[src/hdl/bai_pkg.sv]
// Shared types and constants for the bounded array insert/erase block.
// Used by bai_ctrl, bai_dpath and the top level; depends on nothing.
package bai_pkg;

    localparam int DEPTH  = 64;
    localparam int CNT_W  = 7;
    localparam int ADDR_W = 6;
    localparam int DATA_W = 32;

    typedef enum logic [2:0] {
        REQ_PUSH   = 3'd0,
        REQ_POP    = 3'd1,
        REQ_INSERT = 3'd2,
        REQ_ERASE  = 3'd3,
        REQ_READ   = 3'd4,
        REQ_WRITE  = 3'd5,
        REQ_RESIZE = 3'd6,
        REQ_CLEAR  = 3'd7
    } t_req;

    typedef enum logic [1:0] {
        ST_OK    = 2'd0,
        ST_RANGE = 2'd1,
        ST_EMPTY = 2'd2,
        ST_FULL  = 2'd3
    } t_status;

    typedef enum logic [3:0] {
        DP_NOP,
        DP_LOAD,
        DP_PUSH,
        DP_POP,
        DP_RD_IDX,
        DP_WR_IDX,
        DP_INS_RD,
        DP_INS_WR,
        DP_INS_LAST,
        DP_ERS_RD,
        DP_ERS_WR,
        DP_ERS_LAST,
        DP_FILL,
        DP_FILL_LAST,
        DP_CLEAR
    } t_dp_op;

    typedef struct packed {
        t_dp_op op;
        logic   out_load;
    } t_cmd;

    typedef struct packed {
        t_req req;
        logic ok;
        logic ins_done;
        logic ers_done;
        logic fill_done;
        logic out_free;
    } t_stat;

endpackage

[src/hdl/bai_dpath.sv]
// Datapath: entry memory, live length, request registers, shift pointer and
// the output register. Driven by bai_ctrl commands; uses bai_pkg.
module bai_dpath import bai_pkg::*; (
    input  logic                i_clk,
    input  logic                i_rst_n,
    input  t_cmd                i_cmd,
    output t_stat               o_stat,
    input  t_req                i_req,
    input  logic [CNT_W-1:0]    i_index,
    input  logic [DATA_W-1:0]   i_value,
    input  logic [CNT_W-1:0]    i_new_length,
    output logic                o_tvalid,
    input  logic                i_tready,
    output logic [DATA_W-1:0]   o_read_value,
    output logic [CNT_W-1:0]    o_length,
    output t_status             o_status
);

    localparam logic [CNT_W-1:0] MaxLen = CNT_W'(DEPTH);

    logic [DATA_W-1:0] r_mem [DEPTH];
    logic [DATA_W-1:0] r_rdata;
    logic [CNT_W-1:0]  r_len;
    logic [CNT_W-1:0]  r_ptr;
    logic [CNT_W-1:0]  r_idx;
    logic [CNT_W-1:0]  r_nlen;
    logic [DATA_W-1:0] r_val;
    t_req              r_req;
    t_status           r_status;
    logic              r_out_valid;
    logic [DATA_W-1:0] r_out_rd;
    logic [CNT_W-1:0]  r_out_len;
    t_status           r_out_st;

    t_status           n_status;
    logic              rd_en;
    logic [ADDR_W-1:0] rd_addr;
    logic              wr_en;
    logic [ADDR_W-1:0] wr_addr;
    logic [DATA_W-1:0] wr_data;
    logic [CNT_W-1:0]  ptr_dec;
    logic [CNT_W-1:0]  ptr_inc;
    logic [CNT_W:0]    ptr_next_wide;

    assign ptr_dec       = r_ptr - CNT_W'(1);
    assign ptr_inc       = r_ptr + CNT_W'(1);
    assign ptr_next_wide = {1'b0, r_ptr} + (CNT_W+1)'(1);

    // Request check against the current length; failed requests change nothing.
    always_comb begin
        n_status = ST_OK;
        unique case (i_req)
            REQ_PUSH:   if (r_len >= MaxLen) n_status = ST_FULL;
            REQ_POP:    if (r_len == '0) n_status = ST_EMPTY;
            REQ_INSERT: begin
                if (i_index > r_len) begin
                    n_status = ST_RANGE;
                end else if (r_len >= MaxLen) begin
                    n_status = ST_FULL;
                end
            end
            REQ_ERASE, REQ_READ, REQ_WRITE: begin
                if (i_index >= r_len) n_status = ST_RANGE;
            end
            REQ_RESIZE: if (i_new_length > MaxLen) n_status = ST_FULL;
            REQ_CLEAR:  n_status = ST_OK;
        endcase
    end

    always_comb begin
        rd_en   = 1'b0;
        rd_addr = r_idx[ADDR_W-1:0];
        wr_en   = 1'b0;
        wr_addr = r_ptr[ADDR_W-1:0];
        wr_data = r_val;
        unique case (i_cmd.op)
            DP_RD_IDX: rd_en = 1'b1;
            DP_INS_RD: begin
                rd_en   = 1'b1;
                rd_addr = ptr_dec[ADDR_W-1:0];
            end
            DP_ERS_RD: begin
                rd_en   = 1'b1;
                rd_addr = ptr_inc[ADDR_W-1:0];
            end
            DP_PUSH: begin
                wr_en   = 1'b1;
                wr_addr = r_len[ADDR_W-1:0];
            end
            DP_WR_IDX, DP_INS_LAST: begin
                wr_en   = 1'b1;
                wr_addr = r_idx[ADDR_W-1:0];
            end
            DP_INS_WR, DP_ERS_WR: begin
                wr_en   = 1'b1;
                wr_data = r_rdata;
            end
            DP_FILL: wr_en = 1'b1;
            default: begin
                rd_en = 1'b0;
                wr_en = 1'b0;
            end
        endcase
    end

    always_ff @(posedge i_clk) begin
        if (wr_en) begin
            r_mem[wr_addr] <= wr_data;
        end
        if (rd_en) begin
            r_rdata <= r_mem[rd_addr];
        end
    end

    always_ff @(posedge i_clk) begin
        if (!i_rst_n) begin
            r_len       <= '0;
            r_out_valid <= 1'b0;
        end else begin
            unique case (i_cmd.op)
                DP_LOAD: begin
                    r_req    <= i_req;
                    r_idx    <= i_index;
                    r_val    <= i_value;
                    r_nlen   <= i_new_length;
                    r_status <= n_status;
                    r_ptr    <= (i_req == REQ_ERASE) ? i_index : r_len;
                end
                DP_PUSH, DP_INS_LAST:    r_len <= r_len + CNT_W'(1);
                DP_POP, DP_ERS_LAST:     r_len <= r_len - CNT_W'(1);
                DP_INS_WR:               r_ptr <= ptr_dec;
                DP_ERS_WR, DP_FILL:      r_ptr <= ptr_inc;
                DP_FILL_LAST:            r_len <= r_nlen;
                DP_CLEAR:                r_len <= '0;
                default: begin
                    r_ptr <= r_ptr;
                end
            endcase
            if (i_cmd.out_load) begin
                r_out_valid <= 1'b1;
                r_out_rd    <= (r_req == REQ_READ && r_status == ST_OK) ? r_rdata : '0;
                r_out_len   <= r_len;
                r_out_st    <= r_status;
            end else if (i_tready) begin
                r_out_valid <= 1'b0;
            end
        end
    end

    assign o_stat.req       = r_req;
    assign o_stat.ok        = (r_status == ST_OK);
    assign o_stat.ins_done  = (r_ptr == r_idx);
    assign o_stat.ers_done  = (ptr_next_wide >= {1'b0, r_len});
    assign o_stat.fill_done = (r_ptr >= r_nlen);
    assign o_stat.out_free  = !r_out_valid || i_tready;

    assign o_tvalid     = r_out_valid;
    assign o_read_value = r_out_rd;
    assign o_length     = r_out_len;
    assign o_status     = r_out_st;

    a_len_bound: assert property (@(posedge i_clk) disable iff (!i_rst_n)
        r_len <= MaxLen)
        else $error("live length exceeds the array depth");

    a_fail_no_work: assert property (@(posedge i_clk) disable iff (!i_rst_n)
        (i_cmd.op != DP_LOAD && r_status != ST_OK) |-> i_cmd.op == DP_NOP)
        else $error("a failed request issued a datapath operation");

    a_ins_ptr: assert property (@(posedge i_clk) disable iff (!i_rst_n)
        (i_cmd.op == DP_INS_WR) |-> (r_ptr > r_idx && r_ptr <= r_len))
        else $error("insert shift pointer left its window");

    a_out_hold: assert property (@(posedge i_clk) disable iff (!i_rst_n)
        i_cmd.out_load |-> (!r_out_valid || i_tready))
        else $error("result register overwritten while still held");

endmodule

[src/hdl/bai_ctrl.sv]
// Controller state machine: sequences each request as datapath commands.
// Depends on bai_pkg; drives bai_dpath.
module bai_ctrl import bai_pkg::*; (
    input  logic  i_clk,
    input  logic  i_rst_n,
    input  logic  i_in_valid,
    output logic  o_in_ready,
    input  t_stat i_stat,
    output t_cmd  o_cmd
);

    typedef enum logic [2:0] {
        S_IDLE,
        S_DECODE,
        S_INS_RD,
        S_INS_WR,
        S_ERS_RD,
        S_ERS_WR,
        S_DONE
    } t_state;

    t_state r_state;
    t_state n_state;

    always_comb begin
        n_state      = r_state;
        o_cmd.op     = DP_NOP;
        o_cmd.out_load = 1'b0;
        unique case (r_state)
            S_IDLE: begin
                if (i_in_valid) begin
                    o_cmd.op = DP_LOAD;
                    n_state  = S_DECODE;
                end
            end
            S_DECODE: begin
                if (!i_stat.ok) begin
                    n_state = S_DONE;
                end else begin
                    n_state = S_DONE;
                    unique case (i_stat.req)
                        REQ_PUSH:  o_cmd.op = DP_PUSH;
                        REQ_POP:   o_cmd.op = DP_POP;
                        REQ_INSERT: begin
                            if (i_stat.ins_done) begin
                                o_cmd.op = DP_INS_LAST;
                            end else begin
                                n_state = S_INS_RD;
                            end
                        end
                        REQ_ERASE: begin
                            if (i_stat.ers_done) begin
                                o_cmd.op = DP_ERS_LAST;
                            end else begin
                                n_state = S_ERS_RD;
                            end
                        end
                        REQ_READ:  o_cmd.op = DP_RD_IDX;
                        REQ_WRITE: o_cmd.op = DP_WR_IDX;
                        REQ_RESIZE: begin
                            // Fill one new entry per cycle until the target length.
                            if (i_stat.fill_done) begin
                                o_cmd.op = DP_FILL_LAST;
                            end else begin
                                o_cmd.op = DP_FILL;
                                n_state  = S_DECODE;
                            end
                        end
                        REQ_CLEAR: o_cmd.op = DP_CLEAR;
                    endcase
                end
            end
            S_INS_RD: begin
                o_cmd.op = DP_INS_RD;
                n_state  = S_INS_WR;
            end
            S_INS_WR: begin
                o_cmd.op = DP_INS_WR;
                n_state  = S_DECODE;
            end
            S_ERS_RD: begin
                o_cmd.op = DP_ERS_RD;
                n_state  = S_ERS_WR;
            end
            S_ERS_WR: begin
                o_cmd.op = DP_ERS_WR;
                n_state  = S_DECODE;
            end
            S_DONE: begin
                if (i_stat.out_free) begin
                    o_cmd.out_load = 1'b1;
                    n_state        = S_IDLE;
                end
            end
        endcase
    end

    always_ff @(posedge i_clk) begin
        if (!i_rst_n) begin
            r_state <= S_IDLE;
        end else begin
            r_state <= n_state;
        end
    end

    assign o_in_ready = (r_state == S_IDLE);

endmodule

[src/hdl/bounded_array_insert_erase.sv]
// Top level of the bounded array: a 64-entry array of signed words with a
// live length, serving push, pop, insert, erase, read, write, resize, clear.
//
// Channels: requests enter on the s_axis group, the opcode in tuser and the
// index, value and target length in tdata. Each request gives exactly one
// result transfer on the m_axis group: the word read, the new length and a
// status (ok, index out of range, empty, full).
// Sequence: a request is registered on acceptance, checked in the decode
// state, and its result goes into the output register. Insert and erase
// shift one entry per pass: each shift reads one word, writes it one place
// over and then goes back through the decode state for the next pointer
// check. Resize writes the new entries up to the target in the decode
// state. A new request is accepted in the cycle after the result is loaded,
// so no new request is taken until the last one is through.
// The result sits in an output register: a request can be accepted while
// that result waits, and a stalled receiver only holds the block once the
// next result is finished.
// Reset (synchronous, active low) empties the array and drops any pending
// result; entry contents are not cleared and need no clearing pass.
module bounded_array_insert_erase import bai_pkg::*; (
    input  logic        i_clk,
    input  logic        i_rst_n,
    input  logic        s_axis_tvalid,
    output logic        s_axis_tready,
    input  logic [47:0] s_axis_tdata,  // index[6:0], value[38:7], new_length[45:39]
    input  logic [2:0]  s_axis_tuser,  // req_type[2:0]
    output logic        m_axis_tvalid,
    input  logic        m_axis_tready,
    output logic [47:0] m_axis_tdata   // read_value[31:0], length[38:32], status[40:39]
);

    t_cmd              cmd;
    t_stat             stat;
    logic [DATA_W-1:0] read_value;
    logic [CNT_W-1:0]  length;
    t_status           status;

    bai_ctrl u_ctrl (
        .i_clk      (i_clk),
        .i_rst_n    (i_rst_n),
        .i_in_valid (s_axis_tvalid),
        .o_in_ready (s_axis_tready),
        .i_stat     (stat),
        .o_cmd      (cmd)
    );

    bai_dpath u_dpath (
        .i_clk        (i_clk),
        .i_rst_n      (i_rst_n),
        .i_cmd        (cmd),
        .o_stat       (stat),
        .i_req        (t_req'(s_axis_tuser)),
        .i_index      (s_axis_tdata[6:0]),
        .i_value      (s_axis_tdata[38:7]),
        .i_new_length (s_axis_tdata[45:39]),
        .o_tvalid     (m_axis_tvalid),
        .i_tready     (m_axis_tready),
        .o_read_value (read_value),
        .o_length     (length),
        .o_status     (status)
    );

    assign m_axis_tdata = {7'd0, status, length, read_value};

endmodule

[config.mk]
export PLATFORM = sky130hd
export DESIGN_NAME = bounded_array_insert_erase
export DESIGN_NICKNAME = d
export VERILOG_FILES = /design/src/hdl/bai_pkg.sv /design/src/hdl/bai_dpath.sv /design/src/hdl/bai_ctrl.sv /design/src/hdl/bounded_array_insert_erase.sv
export SDC_FILE = /design/constraint.sdc
export NUM_CORES = 2
export LEC_CHECK = 0
export BUFFER_PORTS_ARGS = -buffer_cell sky130_fd_sc_hd__buf_2
export CAP_MARGIN = 20
export CORE_MARGIN = 2
export CORE_UTILIZATION = 50
export DETAILED_ROUTE_END_ITERATION = 8
export PLACE_DENSITY_LB_ADDON = 0.08
export SLEW_MARGIN = 20
export SYNTH_ARGS = -nofsm -noshare
export SYNTH_HDL_FRONTEND = slang
export SYNTH_SLANG_ARGS = --single-unit
[constraint.sdc]
create_clock -name i_clk -period 9.8 [get_ports i_clk]
set_input_delay 2.94 -clock i_clk [delete_from_list [all_inputs] [get_ports i_clk]]
set_output_delay 2.94 -clock i_clk [all_outputs]
set_load 0.1 [all_outputs]
==> metrics.md <==
| Metric | Value |
|---|---|
| Most used cells in the layout excluding fill and tap cells | 2179 x edfxtp_1, 2096 x nand2_1, 500 x nand3_1 |
| Row count | 154 |
| Antenna violation net count after detailed routing | 0 |
| Depth of the CTS H-tree | 4 |
| Wire length of the first global-routing pass | ~370000 µm |
| PostCTS Resize Cnt | 0 |
| Async set-or-reset flop fraction in the synthesized netlist | 0% |
| CP endpoint kind | register |
| Final setup violating endpoints | 0 |
| Vias after detailed routing | ~56000 |
| Synth top area cells | edfxtp_1 74%, nand2_1 8.9%, nand3_1 2.8% |
| Dpl hpwl | between 100000 and 150000 µm |
| Clock input transition at the sequential cells of the worst setup and hold paths | ~0.06 ns |
| Predominant post-synthesis flop cell | edfxtp_1 |
| Worst Setup Path Type | input port to register |
| Required time of the critical path | 10.36 ns |
| Crit-path slowest cell | nor2_4 |
| Total of warnings raised by yosys | 0 |
| Maximum clock skew at final layout | roughly 0.045 ns |
| Number of buffers inserted by port buffering | 95 |
| Starting DRT DRC Count | about 7000 |
| Iteration count of the initial detailed-routing pass | 7 |
| Number of global-route vias before repair | 52590 |
| Initial antenna violation count | 8 |
| Effective utilization at floorplan | between 50% and 60% |
| Chip Width | ~420 µm |
| Post-synthesis instance area | around 90000 µm² |
| Filler cells | around 14000 |
| Number of violations of the max-capacitance limit | 0 |
| Cts-stage hold buffer count | 0 |
| Synth Register Bits | about 2200 |
| Count of distinct cell types in the synthesized netlist | 74 |
| Endpoints failing hold | 0 |
| Type of the worst min-delay path | register to register |
| Top cell type by total area after synthesis | edfxtp_1 |
| Run status | completed |
| Most frequent standard cell in the layout excluding fill and tap cells | edfxtp_1 |
| Detailed-route wire length per cell | around 28 µm |
| Number of clock buffers inserted by TritonCTS | roughly 220 |
| Cell count after synthesis | between 6000 and 7000 |
| Tightest slew margin relative to the limit | between 10 and 15% |
| Critical path's top delay family | simple AND/OR/NAND/NOR gates |
| Max IR drop VDD | about 0.00018 V |
| Mean instance size in the synthesized netlist | about 13 µm² |
| Grt ovf | 0 |
| Setup TNS after final layout | 0 ns |
| Clock Root Buffer | clkbuf_16 |
| Chip height | approximately 420 µm |
| Timing-limited maximum frequency | 149 MHz |
| Leakage dissipation | between 30 and 40 nW |
| Power Density | between 200 and 250 nW/µm² |
| Worst hold margin | 0.532 ns |
| RSZ-0062 raised after global routing | no |
| Layout area overhead | 12.6% |
| Overall routing resource usage | approximately 29% |
| Seq/Total Area, Yosys | 74.3% |
| Critical-path cell list | buf_2, nor2_1, o21ai_2, a31oi_1, and2_1, o22ai_1, a32oi_1, o211a_1, nand3_1, nor2_4, buf_4 |
| Final critical-path required period | around 6.7 ns |
| Buffers inserted during post-CTS setup optimization | 0 |
| Number of enable flip-flop cells after synthesis | approximately 2200 |
| Startpoint type of the worst setup path | input port |
| Area share of the largest cell type after synthesis | ~74% |
| Share of final-layout standard cells stronger than drive strength 1 | 10.2% |
| Crit path arrival time | a little over 7 ns |
| Pin count of the biggest net entering global routing | between 150 and 200 |
| Combined buffer and inverter count along the critical path | 2 |
| Transition at the pin with the smallest max-transition slack | 1.28 ns |
| Bufs on Longest Clock Path | 3 |
| TritonCTS clock tree | built |
| Placeable core region | 176000 µm² |
| I/O Pins | 105 |
| Global placer's final weighted congestion | around 0.92 |
| Total length of routed wires | between 200000 and 300000 µm |
| Clock latency at the later pin of the worst-skew pair | 0.88 ns |
| Vias/cell | ~6 |
| Number of max-slew violations in the final report | 0 |
| Area of the die | 180000 µm² |
| Count of unresolved DRC violations after routing | 0 |
| CTS sink cnt | 2190 |
| Final Net Count | approximately 7000 |
| Maximum net fanout on the critical path | 25 |
| Largest incremental delay on the critical path | 1.16 ns |
| Fraction of the cycle the final worst path needs | 68.5% |
==> routing by layer <==
| layer | GRT usage (%) | vias up | part of all wire, % |
|---|---|---|---|
| li1 | - | 25328 | - |
| met1 | 40.8 | 28392 | 42 |
| met2 | 44.7 | 2206 | 47 |
| met3 | 4.22 | 375 | 7.2 |
| met4 | 11.1 | 0 | 4.0 |
| met5 | 0 | - | 0 |
==> power by group <==
group	internal (mW)	total (mW)	switching, mW
Sequential	10.7	10.9	0.129
Clock	4.82	8.42	3.60
Combinational	1.27	5.14	3.87
==> final timing paths <==
| kind | start | to | slack [ns] | depth (start not counted) |
|---|---|---|---|---|
| worst min register to register | u_dpath.r_status[0] | u_dpath.o_status[0] | 0.53 | 0 |
| worst min-delay path | u_dpath.r_status[0] | u_dpath.o_status[0] | 0.53 | 0 |
| worst max register to register | u_dpath.r_ptr[0] | u_dpath.r_mem[54][8] | 3.16 | 13 |
| worst max-delay path | s_axis_tvalid | u_dpath.r_mem[54][8] | 3.09 | 11 |
==> metrics by stage <==
stage          utilization [%]  instance area, µm²  worst slack [ns]  cells  power (mW)
3_5_place_dp              52.3               92000              2.26   9005        16.1
6_report                  56.6               99500              3.09   9427        24.4
4_1_cts                   56.4               99300              3.18   9416        24.5
5_1_grt                   56.6               99500              2.92   9426        25.2
2_1_floorplan                -               88400              1.76   6869        13.9
3_3_place_gp              52.2               91900              2.28   9001        16.1
==> cells by family (layout without fill, tap and decap cells) <==
logic type | after synthesis | after routing | share of synthesized area (%)
XOR/XNOR | 25 | 25 | 0.248
flip-flops | 2190 | 2190 | 74.3
multiplexers | 40 | 40 | 0.500
AND/OR/NAND/NOR | 3119 | 3119 | 14.8
adder cells (fa/ha/maj) | 29 | 29 | 0.419
AO/OA/AOI/OAI | 965 | 965 | 7.35
buffers and inverters | 494 | 711 | 2.34
other | 1 | 8 | 0.00424
==> cell usage after synthesis, drive strengths merged (10+ instances only) <==
library cell  instances
a31oi               135
and3                170
o221ai               10
and2                 37
dfxtp                11
nor3                 29
xnor2                19
o311a                31
nand3               501
nor2                235
o22ai                73
a311oi              258
nand2              2097
buf                 191
edfxtp             2179
a21oi               348
ha                   28
clkbuf              279
mux2                 33
nand4                10
a21o                 12
inv                  24
o21ai                52
a22oi                11
==> worst reg2reg max path: stages, from the launching register on <==
cell       delay, ns
edfxtp_1        0.66
inv_1           0.31
ha_1            0.53
ha_1            0.31
a2111oi_4       0.35
nor3_1          0.09
a311oi_1        0.47
and2_1          0.32
o22ai_1         0.17
a32oi_1         0.45
o211a_1         0.31
nand3_1         0.84
nor2_4          1.18
buf_4           0.37
==> cell type report <==
class	count	area, µm²	share of cell area (%)
well taps	2340	2930	2.94
flip-flops and latches	2190	65700	66.0
clock buffers	275	5830	5.86
clock inverters	136	1390	1.40
multi-input cells	4185	21300	21.4
inverters	24	90.1	0.0905
repair buffers	276	2260	2.28
diodes	1	2.50	0.00252
==> registers in the layout (all words and copies together) (netlist names), 3 cells and up <==
| register | flops |
|---|---|
| u_dpath.r_mem | 2048 |
| u_dpath.r_nlen | 7 |
| u_dpath.o_length | 7 |
| u_dpath.r_ptr | 7 |
| u_dpath.r_rdata | 32 |
| u_dpath.r_len | 7 |
| u_ctrl.r_state | 3 |
| u_dpath.r_idx | 7 |
| u_dpath.r_req | 3 |
| u_dpath.o_read_value | 32 |
| u_dpath.r_val | 32 |
Power figures use the tool's default switching activity.
